$ cat src/hdl/carved_row_gap_fill_render_unit_defines.svh
// Assertion macros shared by the gap-fill renderer modules.
// No dependencies; included by files that carry concurrent checks.
`ifndef CARVED_ROW_GAP_FILL_RENDER_UNIT_DEFINES_SVH
`define CARVED_ROW_GAP_FILL_RENDER_UNIT_DEFINES_SVH

// Same-cycle implication, checked out of reset.
`define CRGF_ASSERT_IMPL(label, clk, rst_n, ante, cons) \
    label: assert property (@(posedge clk) disable iff (!rst_n) (ante) |-> (cons)) \
        else $error("crgf check failed");

// Next-cycle implication, checked out of reset.
`define CRGF_ASSERT_NEXT(label, clk, rst_n, ante, cons) \
    label: assert property (@(posedge clk) disable iff (!rst_n) (ante) |=> (cons)) \
        else $error("crgf check failed");

`endif

$ cat src/hdl/crgf_pkg.sv
// Types and constants for the carved-row gap-fill renderer.
// No dependencies; used by crgf_div and the top level.
`default_nettype none

package crgf_pkg;

    localparam int CHAN_W    = 8;
    localparam int GAP_W     = 6;
    localparam int NUM_W     = 14;   // |diff| * k, 255 * 62 fits
    localparam int DEN_W     = 6;    // gap + 1, at most 63
    localparam int CFG_W     = 2;
    localparam int CFG_IDX_W = 1;

    localparam logic [GAP_W-1:0]  MAX_GAP      = 6'd62;
    localparam logic [CHAN_W-1:0] ALPHA_OPAQUE = 8'hFF;

    // Register indexes
    localparam logic [CFG_IDX_W-1:0] REG_FILL_ENABLE = 1'b0;
    localparam logic [CFG_IDX_W-1:0] REG_FILL_MODE   = 1'b1;

    // Fill modes (code 3 behaves as copy)
    localparam logic [CFG_W-1:0] MODE_COPY = 2'd0;
    localparam logic [CFG_W-1:0] MODE_AVG  = 2'd1;
    localparam logic [CFG_W-1:0] MODE_GRAD = 2'd2;

    typedef struct packed {
        logic [CHAN_W-1:0] red;
        logic [CHAN_W-1:0] green;
        logic [CHAN_W-1:0] blue;
        logic [CHAN_W-1:0] alpha;
        logic [GAP_W-1:0]  gap_after;
        logic              row_end;
    } pixel_t;

    typedef struct packed {
        logic [CHAN_W-1:0] out_red;
        logic [CHAN_W-1:0] out_green;
        logic [CHAN_W-1:0] out_blue;
        logic [CHAN_W-1:0] out_alpha;
        logic              row_done;
        logic              run_last;
    } render_t;

endpackage

`default_nettype wire

$ cat src/hdl/crgf_div.sv
// Iterative restoring divider, one quotient bit per cycle.
// Depends on crgf_pkg and the assertion macro header.
`default_nettype none
`include "carved_row_gap_fill_render_unit_defines.svh"

module crgf_div (
    input  wire logic                       clk,
    input  wire logic                       rst_n,
    input  wire logic                       start,
    input  wire logic [crgf_pkg::NUM_W-1:0] dividend,
    input  wire logic [crgf_pkg::DEN_W-1:0] divisor,
    output logic                            busy,
    output logic                            done,
    output logic [crgf_pkg::NUM_W-1:0]      quotient
);
    import crgf_pkg::*;

    localparam int CNT_W = $clog2(NUM_W + 1);

    logic [DEN_W-1:0] rem_reg, rem_next;
    logic [DEN_W-1:0] den_reg, den_next;
    logic [NUM_W-1:0] quo_reg, quo_next;
    logic [CNT_W-1:0] cnt_reg, cnt_next;
    logic             busy_reg, busy_next;
    logic             done_reg, done_next;
    logic [DEN_W:0]   trial;
    logic [DEN_W:0]   diff;
    logic             fits;

    // One restoring step: shift in the next dividend bit, subtract if it fits
    always_comb
    begin
        trial = {rem_reg, quo_reg[NUM_W-1]};
        fits  = (trial >= {1'b0, den_reg});
        diff  = trial - {1'b0, den_reg};

        rem_next  = rem_reg;
        den_next  = den_reg;
        quo_next  = quo_reg;
        cnt_next  = cnt_reg;
        busy_next = busy_reg;
        done_next = 1'b0;

        if (start)
        begin
            rem_next  = '0;
            den_next  = divisor;
            quo_next  = dividend;
            cnt_next  = CNT_W'(NUM_W);
            busy_next = 1'b1;
        end
        else if (busy_reg)
        begin
            rem_next = fits ? diff[DEN_W-1:0] : trial[DEN_W-1:0];
            quo_next = {quo_reg[NUM_W-2:0], fits};
            cnt_next = cnt_reg - 1'b1;
            if (cnt_reg == CNT_W'(1))
            begin
                busy_next = 1'b0;
                done_next = 1'b1;
            end
        end
    end

    always_ff @(posedge clk or negedge rst_n)
    begin
        if (!rst_n)
        begin
            rem_reg  <= '0;
            den_reg  <= '0;
            quo_reg  <= '0;
            cnt_reg  <= '0;
            busy_reg <= 1'b0;
            done_reg <= 1'b0;
        end
        else
        begin
            rem_reg  <= rem_next;
            den_reg  <= den_next;
            quo_reg  <= quo_next;
            cnt_reg  <= cnt_next;
            busy_reg <= busy_next;
            done_reg <= done_next;
        end
    end

    assign busy     = busy_reg;
    assign done     = done_reg;
    assign quotient = quo_reg;

    // Checks
    `CRGF_ASSERT_IMPL(a_no_restart, clk, rst_n, start, !busy_reg && !done_reg)
    `CRGF_ASSERT_NEXT(a_done_pulse, clk, rst_n, done_reg, !done_reg)
    `CRGF_ASSERT_NEXT(a_last_step, clk, rst_n, busy_reg && cnt_reg == CNT_W'(1), done_reg)

endmodule

`default_nettype wire

$ cat src/hdl/carved_row_gap_fill_render_unit.sv
// Gap-fill row renderer for carved image rows: sequencer, hold register,
// output register. Depends on crgf_pkg, crgf_div and the macro header.
//
// Pixels of a row enter one at a time; each is held until its right
// neighbor arrives, then the held pixel and (with fill on) one fill pixel
// per removed position come out, followed by the row-end pixel on a row end.
// One item is worked at a time: pixel_ready is high only while idle. In
// gradient mode each fill pixel runs three 14-step divisions through one
// shared restoring divider, one after another. Stalls on render_ready hold
// the sequencer in the state that waits to emit.
`default_nettype none
`include "carved_row_gap_fill_render_unit_defines.svh"

module carved_row_gap_fill_render_unit (
    input  wire logic                           clk,
    input  wire logic                           rst_n,
    input  wire logic                           cfg_we,
    input  wire logic [crgf_pkg::CFG_IDX_W-1:0] cfg_index,
    input  wire logic [crgf_pkg::CFG_W-1:0]     cfg_data,
    input  wire logic                           pixel_valid,
    output logic                                pixel_ready,
    input  wire crgf_pkg::pixel_t               pixel,
    output logic                                render_valid,
    input  wire logic                           render_ready,
    output crgf_pkg::render_t                   render
);
    import crgf_pkg::*;

    typedef enum logic [2:0] {
        S_IDLE,
        S_HELD,
        S_FILL,
        S_DIV_START,
        S_DIV_WAIT,
        S_FILL_EMIT,
        S_END,
        S_FINISH
    } state_t;

    state_t            state_reg, state_next;
    pixel_t            cur_reg, cur_next;
    pixel_t            held_reg, held_next;
    logic              held_valid_reg, held_valid_next;
    logic [GAP_W-1:0]  k_reg, k_next;
    logic [1:0]        ch_reg, ch_next;
    logic [NUM_W-1:0]  acc_reg [3];
    logic [NUM_W-1:0]  acc_next [3];
    logic [CHAN_W-1:0] grad_reg [3];
    logic [CHAN_W-1:0] grad_next [3];
    logic              out_valid_reg, out_valid_next;
    render_t           out_reg, out_next;
    logic              fill_enable_reg, fill_enable_next;
    logic [CFG_W-1:0]  fill_mode_reg, fill_mode_next;

    logic [CHAN_W-1:0] left [3];
    logic [CHAN_W-1:0] right [3];
    logic [CHAN_W-1:0] absd [3];
    logic              neg [3];
    logic [CHAN_W:0]   sum [3];
    logic [GAP_W-1:0]  gap_sat;
    logic              fill_go;
    logic              last_fill;
    logic              slot_free;
    render_t           fill_px;
    render_t           held_px;
    render_t           end_px;
    logic              div_start;
    logic              div_busy;
    logic              div_done;
    logic [NUM_W-1:0]  div_quo;
    logic [CHAN_W-1:0] quo8;

    // Shared divider for the gradient terms
    crgf_div u_div (
        .clk      (clk),
        .rst_n    (rst_n),
        .start    (div_start),
        .dividend (acc_reg[ch_reg]),
        .divisor  (DEN_W'(held_reg.gap_after) + 1'b1),
        .busy     (div_busy),
        .done     (div_done),
        .quotient (div_quo)
    );

    assign quo8 = div_quo[CHAN_W-1:0];

    // Per-channel neighbor terms
    always_comb
    begin
        left[0]  = held_reg.red;
        left[1]  = held_reg.green;
        left[2]  = held_reg.blue;
        right[0] = cur_reg.red;
        right[1] = cur_reg.green;
        right[2] = cur_reg.blue;
        for (int i = 0; i < 3; i++)
        begin
            neg[i]  = (right[i] < left[i]);
            absd[i] = neg[i] ? (left[i] - right[i]) : (right[i] - left[i]);
            sum[i]  = {1'b0, left[i]} + {1'b0, right[i]};
        end
    end

    assign gap_sat   = (pixel.gap_after > MAX_GAP) ? MAX_GAP : pixel.gap_after;
    assign fill_go   = fill_enable_reg && (held_reg.gap_after != '0);
    assign last_fill = (k_reg == held_reg.gap_after);
    assign slot_free = !out_valid_reg || render_ready;

    // Candidate results
    always_comb
    begin
        held_px = '{held_reg.red, held_reg.green, held_reg.blue, held_reg.alpha,
                    1'b0, !fill_go && !cur_reg.row_end};
        end_px  = '{cur_reg.red, cur_reg.green, cur_reg.blue, cur_reg.alpha,
                    1'b1, 1'b1};
        case (fill_mode_reg)
            MODE_AVG:
            begin
                fill_px = '{sum[0][CHAN_W:1], sum[1][CHAN_W:1], sum[2][CHAN_W:1],
                            ALPHA_OPAQUE, 1'b0, 1'b0};
            end
            MODE_GRAD:
            begin
                fill_px = '{grad_reg[0], grad_reg[1], grad_reg[2],
                            ALPHA_OPAQUE, 1'b0, 1'b0};
            end
            default:
            begin
                fill_px = '{held_reg.red, held_reg.green, held_reg.blue,
                            held_reg.alpha, 1'b0, 1'b0};
            end
        endcase
        fill_px.run_last = last_fill && !cur_reg.row_end;
    end

    // Sequencer, hold, output register and configuration
    always_comb
    begin
        state_next       = state_reg;
        cur_next         = cur_reg;
        held_next        = held_reg;
        held_valid_next  = held_valid_reg;
        k_next           = k_reg;
        ch_next          = ch_reg;
        acc_next         = acc_reg;
        grad_next        = grad_reg;
        out_valid_next   = out_valid_reg && !render_ready;
        out_next         = out_reg;
        fill_enable_next = fill_enable_reg;
        fill_mode_next   = fill_mode_reg;
        div_start        = 1'b0;

        if (cfg_we)
        begin
            case (cfg_index)
                REG_FILL_ENABLE: fill_enable_next = cfg_data[0];
                REG_FILL_MODE:   fill_mode_next   = cfg_data;
                default:         fill_mode_next   = fill_mode_reg;
            endcase
        end

        case (state_reg)
            S_IDLE:
            begin
                if (pixel_valid)
                begin
                    cur_next           = pixel;
                    cur_next.gap_after = gap_sat;
                    if (held_valid_reg)
                        state_next = S_HELD;
                    else if (pixel.row_end)
                        state_next = S_END;
                    else
                        state_next = S_FINISH;
                end
            end
            S_HELD:
            begin
                if (slot_free)
                begin
                    out_valid_next = 1'b1;
                    out_next       = held_px;
                    k_next         = GAP_W'(1);
                    for (int i = 0; i < 3; i++)
                        acc_next[i] = NUM_W'(absd[i]);
                    if (fill_go)
                        state_next = S_FILL;
                    else if (cur_reg.row_end)
                        state_next = S_END;
                    else
                        state_next = S_FINISH;
                end
            end
            S_FILL:
            begin
                ch_next    = 2'd0;
                state_next = (fill_mode_reg == MODE_GRAD) ? S_DIV_START : S_FILL_EMIT;
            end
            S_DIV_START:
            begin
                div_start  = 1'b1;
                state_next = S_DIV_WAIT;
            end
            S_DIV_WAIT:
            begin
                if (div_done)
                begin
                    grad_next[ch_reg] = neg[ch_reg] ? (left[ch_reg] - quo8)
                                                    : (left[ch_reg] + quo8);
                    if (ch_reg == 2'd2)
                    begin
                        state_next = S_FILL_EMIT;
                    end
                    else
                    begin
                        ch_next    = ch_reg + 1'b1;
                        state_next = S_DIV_START;
                    end
                end
            end
            S_FILL_EMIT:
            begin
                if (slot_free)
                begin
                    out_valid_next = 1'b1;
                    out_next       = fill_px;
                    if (last_fill)
                    begin
                        state_next = cur_reg.row_end ? S_END : S_FINISH;
                    end
                    else
                    begin
                        k_next = k_reg + 1'b1;
                        for (int i = 0; i < 3; i++)
                            acc_next[i] = acc_reg[i] + NUM_W'(absd[i]);
                        state_next = S_FILL;
                    end
                end
            end
            S_END:
            begin
                if (slot_free)
                begin
                    out_valid_next = 1'b1;
                    out_next       = end_px;
                    state_next     = S_FINISH;
                end
            end
            S_FINISH:
            begin
                held_next       = cur_reg.row_end ? '0 : cur_reg;
                held_valid_next = !cur_reg.row_end;
                state_next      = S_IDLE;
            end
            default:
            begin
                state_next = S_IDLE;
            end
        endcase
    end

    always_ff @(posedge clk or negedge rst_n)
    begin
        if (!rst_n)
        begin
            state_reg       <= S_IDLE;
            cur_reg         <= '0;
            held_reg        <= '0;
            held_valid_reg  <= 1'b0;
            k_reg           <= '0;
            ch_reg          <= '0;
            for (int i = 0; i < 3; i++)
            begin
                acc_reg[i]  <= '0;
                grad_reg[i] <= '0;
            end
            out_valid_reg   <= 1'b0;
            out_reg         <= '0;
            fill_enable_reg <= 1'b0;
            fill_mode_reg   <= MODE_COPY;
        end
        else
        begin
            state_reg       <= state_next;
            cur_reg         <= cur_next;
            held_reg        <= held_next;
            held_valid_reg  <= held_valid_next;
            k_reg           <= k_next;
            ch_reg          <= ch_next;
            acc_reg         <= acc_next;
            grad_reg        <= grad_next;
            out_valid_reg   <= out_valid_next;
            out_reg         <= out_next;
            fill_enable_reg <= fill_enable_next;
            fill_mode_reg   <= fill_mode_next;
        end
    end

    assign pixel_ready  = (state_reg == S_IDLE);
    assign render_valid = out_valid_reg;
    assign render       = out_reg;

    // Checks
    `CRGF_ASSERT_IMPL(a_ready_div_idle, clk, rst_n, pixel_ready, !div_busy)
    `CRGF_ASSERT_IMPL(a_done_is_last, clk, rst_n, render_valid && render.row_done, render.run_last)
    `CRGF_ASSERT_NEXT(a_end_clears_hold, clk, rst_n, state_reg == S_FINISH && cur_reg.row_end, !held_valid_reg)

endmodule

`default_nettype wire

$ cat config.mk
export PLATFORM = sky130hd
export DESIGN_NAME = carved_row_gap_fill_render_unit
export DESIGN_NICKNAME = d
export VERILOG_FILES = /design/src/hdl/crgf_pkg.sv /design/src/hdl/crgf_div.sv /design/src/hdl/carved_row_gap_fill_render_unit.sv
export VERILOG_INCLUDE_DIRS = /design/src /design/src/hdl
export SDC_FILE = /design/constraint.sdc
export NUM_CORES = 1
export LEC_CHECK = 0
export CAP_MARGIN = 20
export CORE_MARGIN = 3
export CORE_UTILIZATION = 45
export DETAILED_ROUTE_END_ITERATION = 8
export DONT_BUFFER_PORTS = 1
export HOLD_SLACK_MARGIN = 0.02
export SLEW_MARGIN = 20
export SYNTH_ARGS = -nofsm -noshare
export SYNTH_HDL_FRONTEND = slang
export SYNTH_SLANG_ARGS = --single-unit
$ cat constraint.sdc
create_clock -name clk -period 8.9 [get_ports clk]
set_clock_uncertainty 0.2 [all_clocks]
set_input_delay 1.335 -clock clk [delete_from_list [all_inputs] [get_ports clk]]
set_output_delay 1.335 -clock clk [all_outputs]
set_load 0.01 [all_outputs]
== After elaboration in Yosys (flattened, before gate mapping) ==
Cells that the tools add are included.

* Add/subtract/negate cells: 19
* $lt $le $gt $ge: 7
* Eq/ne operators: 19
* Mux-type cells: 63
* Bitwise operators: 2
* Reductions and logical operators: 25

{| class="wikitable"
|+ Operators with widths
! operator !! count
|-
| 42-bit two-way mux || 3
|-
| 34-bit two-way mux || 3
|-
| 34-bit case mux with 3 select lines || 1
|-
| 42-bit case mux with 2 select lines || 1
|-
| 34-bit case mux with 2 select lines || 1
|-
| 14-bit two-way mux || 4
|-
| 8-bit two-way mux || 7
|-
| 8-bit subtractor || 7
|-
| 14-bit by 8-bit adder with 14-bit output || 3
|-
| 6-bit two-way mux || 7
|-
| 39-bit two-way mux || 1
|-
| 3-bit two-way mux || 10
|-
| 14-bit binary-select mux with 2-bit select || 1
|-
| 8-bit by 8-bit adder with 9-bit output || 3
|-
| 24-bit bitwise mux || 1
|-
| 8-bit < comparator || 3
|-
| 3-bit case mux with 8 select lines || 1
|-
| 8-bit binary-select mux with 2-bit select || 1
|-
| 8-bit demux with 2-bit select || 1
|-
| 1-bit two-way mux || 13
|-
| 6-bit by 1-bit adder with 6-bit output (second input constant) || 2
|-
| 3-bit equality test (second input constant) || 4
|-
| 2-bit != test (second input constant) || 6
|-
| 6-bit case mux with 2 select lines || 1
|-
| other kinds (33) || 50
|}

* Flip-flop bits (word level): 225
* Bits of input ports: 47
* Output and inout bits: 36
* Logic and storage cells: 171

== Longest topological paths before layout ==
* Word-level depth: 7
* Gate-level depth with buffers: 19
* Gate-level depth less buffers: 19

== Cells and area by module ==
A second synthesis with hierarchy kept.

* Cells, all modules: 1725
* Area total of the unflattened synthesis: 15432.3 sq um

{| class="wikitable"
|+ By module, submodules not included
! module !! times used !! cells each !! area each (sq um)
|-
| carved_row_gap_fill_render_unit || 1 || 1551 || 13699.4
|-
| crgf_div || 1 || 174 || 1732.9
|}

== Least setup slack after synthesis ==
Ideal clock, no wire load.

* Kind: reg-to-reg
* From: register cur_reg[15] in the netlist's numbering
* To: register acc_reg[6] in the netlist's numbering
* Arrival time: 3.399 ns
* Data required time: 8.574 ns
* Path slack: 5.175 ns
* Stages on the path, launching flop included: 19
* Buffers on the path: 1
* Clock period less this slack: 3.725 ns
* Cells stage by stage: dfrtp_1 > inv_1 > ha_1 > inv_1 > fa_1 > nand3_1 > nand2_1 > a21oi_2 > buf_4 > mux2i_1 > xnor2_1 > ha_1 > nor2b_1 > o21ai_0 > a21boi_0 > o21ai_1 > nor3b_1 > nor4_1 > a221o_1

* Cells in the longest elaborated chain, start to end: 6

{| class="wikitable"
|+ RTL lines
! element !! RTL line !! RTL
|-
| start, declared || carved_row_gap_fill_render_unit.sv:41 || <nowiki>pixel_t cur_reg, cur_next;</nowiki>
|-
| start signal, assigned || carved_row_gap_fill_render_unit.sv:285 || <nowiki>cur_reg <= cur_next;</nowiki>
|-
| 8-bit subtractor / 8-bit < comparator (equally long branches) || carved_row_gap_fill_render_unit.sv:99, carved_row_gap_fill_render_unit.sv:98 ||
|-
| 8-bit two-way mux * || carved_row_gap_fill_render_unit.sv:99 || <nowiki>absd[i] = neg[i] ? (left[i] - right[i]) : (right[i] - left[i]);</nowiki>
|-
| 14-bit by 8-bit adder with 14-bit output || carved_row_gap_fill_render_unit.sv:235 || <nowiki>acc_next[i] = acc_reg[i] + NUM_W'(absd[i]);</nowiki>
|-
| 42-bit two-way mux || carved_row_gap_fill_render_unit.sv:227 || <nowiki>if (last_fill)</nowiki>
|-
| 42-bit two-way mux || carved_row_gap_fill_render_unit.sv:223 || <nowiki>if (slot_free)</nowiki>
|-
| 42-bit case mux with 2 select lines * || carved_row_gap_fill_render_unit.sv:162 || <nowiki>case (state_reg)</nowiki>
|-
| end signal, assigned || carved_row_gap_fill_render_unit.sv:290 || <nowiki>acc_reg <= acc_next;</nowiki>
|-
| end, declared || carved_row_gap_fill_render_unit.sv:46 || <nowiki>logic [NUM_W-1:0] acc_reg [3];</nowiki>
|}

Mark *: on every way between the ends. The rest lies on a longest branch, timed or not. The select of a mux whose other input is x is not followed.
A chain may end at the register's enable or synchronous reset.

== Final worst setup path ==
* From: register cur_reg[34] in the netlist's numbering
* To: register acc_reg[40] in the netlist's numbering

* Cells in the longest elaborated chain, start to end: 6

{| class="wikitable"
|+ RTL lines
! element !! RTL line
|-
| 8-bit subtractor / 8-bit < comparator (equally long branches) || carved_row_gap_fill_render_unit.sv:99, carved_row_gap_fill_render_unit.sv:98
|-
| 8-bit two-way mux * || carved_row_gap_fill_render_unit.sv:99
|-
| 14-bit by 8-bit adder with 14-bit output * || carved_row_gap_fill_render_unit.sv:235
|-
| 42-bit two-way mux * || carved_row_gap_fill_render_unit.sv:227
|-
| 42-bit two-way mux * || carved_row_gap_fill_render_unit.sv:223
|-
| 42-bit case mux with 2 select lines * || carved_row_gap_fill_render_unit.sv:162
|}

Marked as above.

==> run_results.csv <==
group,metric,value,unit
global_routing,globalRoute.totalOverflow,0,
clock_tree,cts.htree.levels,1,
run,max_cap_viol_count,0,
die,chipHeight,190,um
timing,fmax,219,MHz
synth,synthDistinctLibCells,73,
synth,number_of_enable_flip_flop_cells_after_synthesis,0,
global_routing,grt_busiest_layer,"met2",
placed_design,dp_cells,2067,
clock_tree,post_cts_resized,0,
timing,max_slew_margin,0.401,
timing,finalSetupViolCount,0,
placed_design,routabilityCongestion,0.945,
global_routing,wire_length_of_the_first_global_routing_pass,68200,um
synth,yosys_warnings,0,
die,placement_rows,66,
worst_setup_path,reg2reg_from,"cur_reg[34]",
timing,post-route-min-period,4570,ps
finish,area_delta_synth_final,8.04,%
worst_setup_path,timing.setup.critical_path_class,"register to register",
synth,yosys.cell_count.top_type,"dfrtp_1",
route,post_drt_via_cell_ratio,5.77,
worst_setup_path,cp_cell_instances,"inv_1 > ha_1 > a21oi_1 > a21oi_1 > nor2_2 > mux2i_1 > xnor2_1 > ha_1 > nor2b_1 > o21ai_1 > a21oi_1 > o41ai_2 > nor4b_2 > xnor2_1 > nor2_1",
timing,timing.setup.tns,0,ps
route,drcViolationCount,0,
global_routing,groute.layer.met2.usage,0.383,
worst_setup_path,critical_path_source_type,"register",
outcome,status,"complete, no violations",
timing,transition_time_at_the_pin_with_the_least_slew_margin,896,ps
die,dieArea,36300,sq um
worst_setup_path,data_arrival_time_of_the_critical_path,4790,ps
worst_setup_path,worstPathBufferInverterCount,1,
synth,ys_seq_area_frac,0.368,
synth,synth_top_area_frac,0.368,
synth,postSynthCellCount,1703,
synth,ys_top_cells_by_area,"dfrtp_1 (37%), ha_1 (9.9%), o21ai_0 (4.4%)",
worst_hold_path,start_point_of_the_worst_min_delay_path,"held_px[5]",
route,routed_wirelength,42700,um
synth,synth_largest_area_cell,"dfrtp_1",
finish,final_net_count,1837,
synth,ys_seq_elements,225,
clock_tree,cts_tree,"built",
synth,ys_top_cells_by_count,"dfrtp_1 (225), nand2_1 (177), o21ai_0 (136)",
global_routing,grt_antenna_before_repair,0,
route,route.antenna.remaining_nets,0,
timing,rsz_0062_raised_after_global_routing,"no",
worst_setup_path,crit_required,9120,ps
timing,final_min_period_over_clock_period,0.514,
clock_tree,cts.hold.buffers_added,0,
clock_tree,cts_setup_buffers,0,
route,via_count,12200,
clock_tree,max-clock-path-buffers,3,
clock_tree,tritoncts.num_buffers,28,
route,initial_drc_count,804,
worst_setup_path,startpoint,"cur_reg[34]",
worst_hold_path,worstHoldPathType,"register to register",
clock_tree,numClockSinks,225,
die,design.portCount,83,
die,die_w,190,um
finish,instances_no_fill,2116,
global_routing,grt_use_met3,0.0338,
clock_tree,clk_latency,560,ps
route,detail_route.wl_per_cell,20.2,um
worst_setup_path,critical_path.max_fanout,13,
worst_setup_path,crit_path_max_incr_delay,610,ps
finish,largest_register_ffs,42,
synth,synth.net_count,1885,
worst_setup_path,crit_family,"compound AO/OA/AOI/OAI gates",
clock_tree,clock-root-buffer,"clkbuf_16",
placed_design,dp_hpwl,30200,um
finish,nFillCells,3130,
clock_tree,clkTransAtPathRegs,60,ps
global_routing,first_global_vias,12100,
worst_setup_path,critical_path.slowest_cell,"nor2_2",
synth,syn-mean-instance-area,8.99,sq um
die,core,33000,sq um
global_routing,grt_max_degree,226,
synth,postSynth.topFlopCell,"dfrtp_1",
timing,hold_viol_final,0,
route,detail_route.first_pass.iterations,5,
worst_setup_path,endpoint_kind,"register",
finish,insertedDiodeCount,0,
global_routing,gr_usage_total,0.235,
timing,maxSlewViolCount,0,
placed_design,placement.io_buffers,0,
global_routing,grtUsageMet1,0.325,
finish,final_layout_size_suffix_gt1_frac,0.0830,
worst_setup_path,crit_path_frequent_cell,"a21oi_1",
synth,postSynth.asyncResetShare,1.00,
die,initial_core_utilization,0.463,
synth,syn_area,15300,sq um
==> cells by family (layout without fill, tap and decap cells) <==
group           count (synthesis)  after routing  share of synthesized area
fa+ha+maj                     135            135                      0.117
simple gates                  487            487                      0.149
xor+xnor                       83             83                     0.0475
compound gates                474            474                      0.200
buf+inv                       208            179                     0.0551
mux                            91             91                     0.0633
flops                         225            225                      0.368
==> metal layers <==
metal	vias up	share of wire
li1	5907	-
met1	5936	0.45
met2	289	0.46
met3	79	0.054
met4	0	0.032
met5	-	0
==> area by class of cell <==
type / instances / area, sq um / share of cell area
clock buffers: 43 / 817 / 0.0494
multi-input cells: 1270 / 8860 / 0.536
clock inverters: 6 / 116 / 0.00704
flip-flops and latches: 225 / 5630 / 0.340
well taps: 442 / 553 / 0.0334
repair buffers: 18 / 135 / 0.00817
inverters: 112 / 420 / 0.0254
==> cells in the final DEF (no fill, tap or decap), types with 33 or more instances in the layout <==
| cell type | count |
|---|---|
| nand2b_1 | 35 |
| nor2_1 | 120 |
| dfrtp_1 | 225 |
| inv_1 | 112 |
| nand2_1 | 177 |
| nor3_1 | 36 |
| o21ai_0 | 135 |
| xor2_1 | 34 |
| xnor2_1 | 49 |
| a221oi_1 | 33 |
| a21oi_1 | 113 |
| mux2i_1 | 45 |
| mux2_2 | 46 |
| ha_1 | 121 |
| o31ai_1 | 36 |
==> stage by stage <==
stage	worst slack, ps	area, sq um	utilization	hold slack, ps
CTS	4450	16500	0.501	270
global route	3900	16500	0.501	257
detailed placement	4470	15600	0.472	272
global placement	4480	15600	0.472	264
finish	4330	16500	0.501	281
floorplan	5170	15300	-	249
==> worst paths after layout <==
path,endpoint,slack [ps],cells after the start
worst min register to register,held_px[5],280,2
max in group asynchronous,render[13],7830,0
min in group asynchronous,acc_reg[17],290,0
worst max-delay path,acc_reg[40],4330,15
worst min-delay path,held_px[5],280,2
worst max register to register,acc_reg[40],4330,15
==> worst reg2reg max path: stages (launching register included) <==
cell and delay (ps):
dfrtp_1 400, inv_1 100, ha_1 450, a21oi_1 280, a21oi_1 120, nor2_2 610, mux2i_1 200, xnor2_1 450
ha_1 350, nor2b_1 160, o21ai_1 180, a21oi_1 140, o41ai_2 490, nor4b_2 120, xnor2_1 160, nor2_1 60
Power is left out: the tool's default activity adds up to more than one toggle a clock period on the data nets, which glitch-free logic cannot reach.
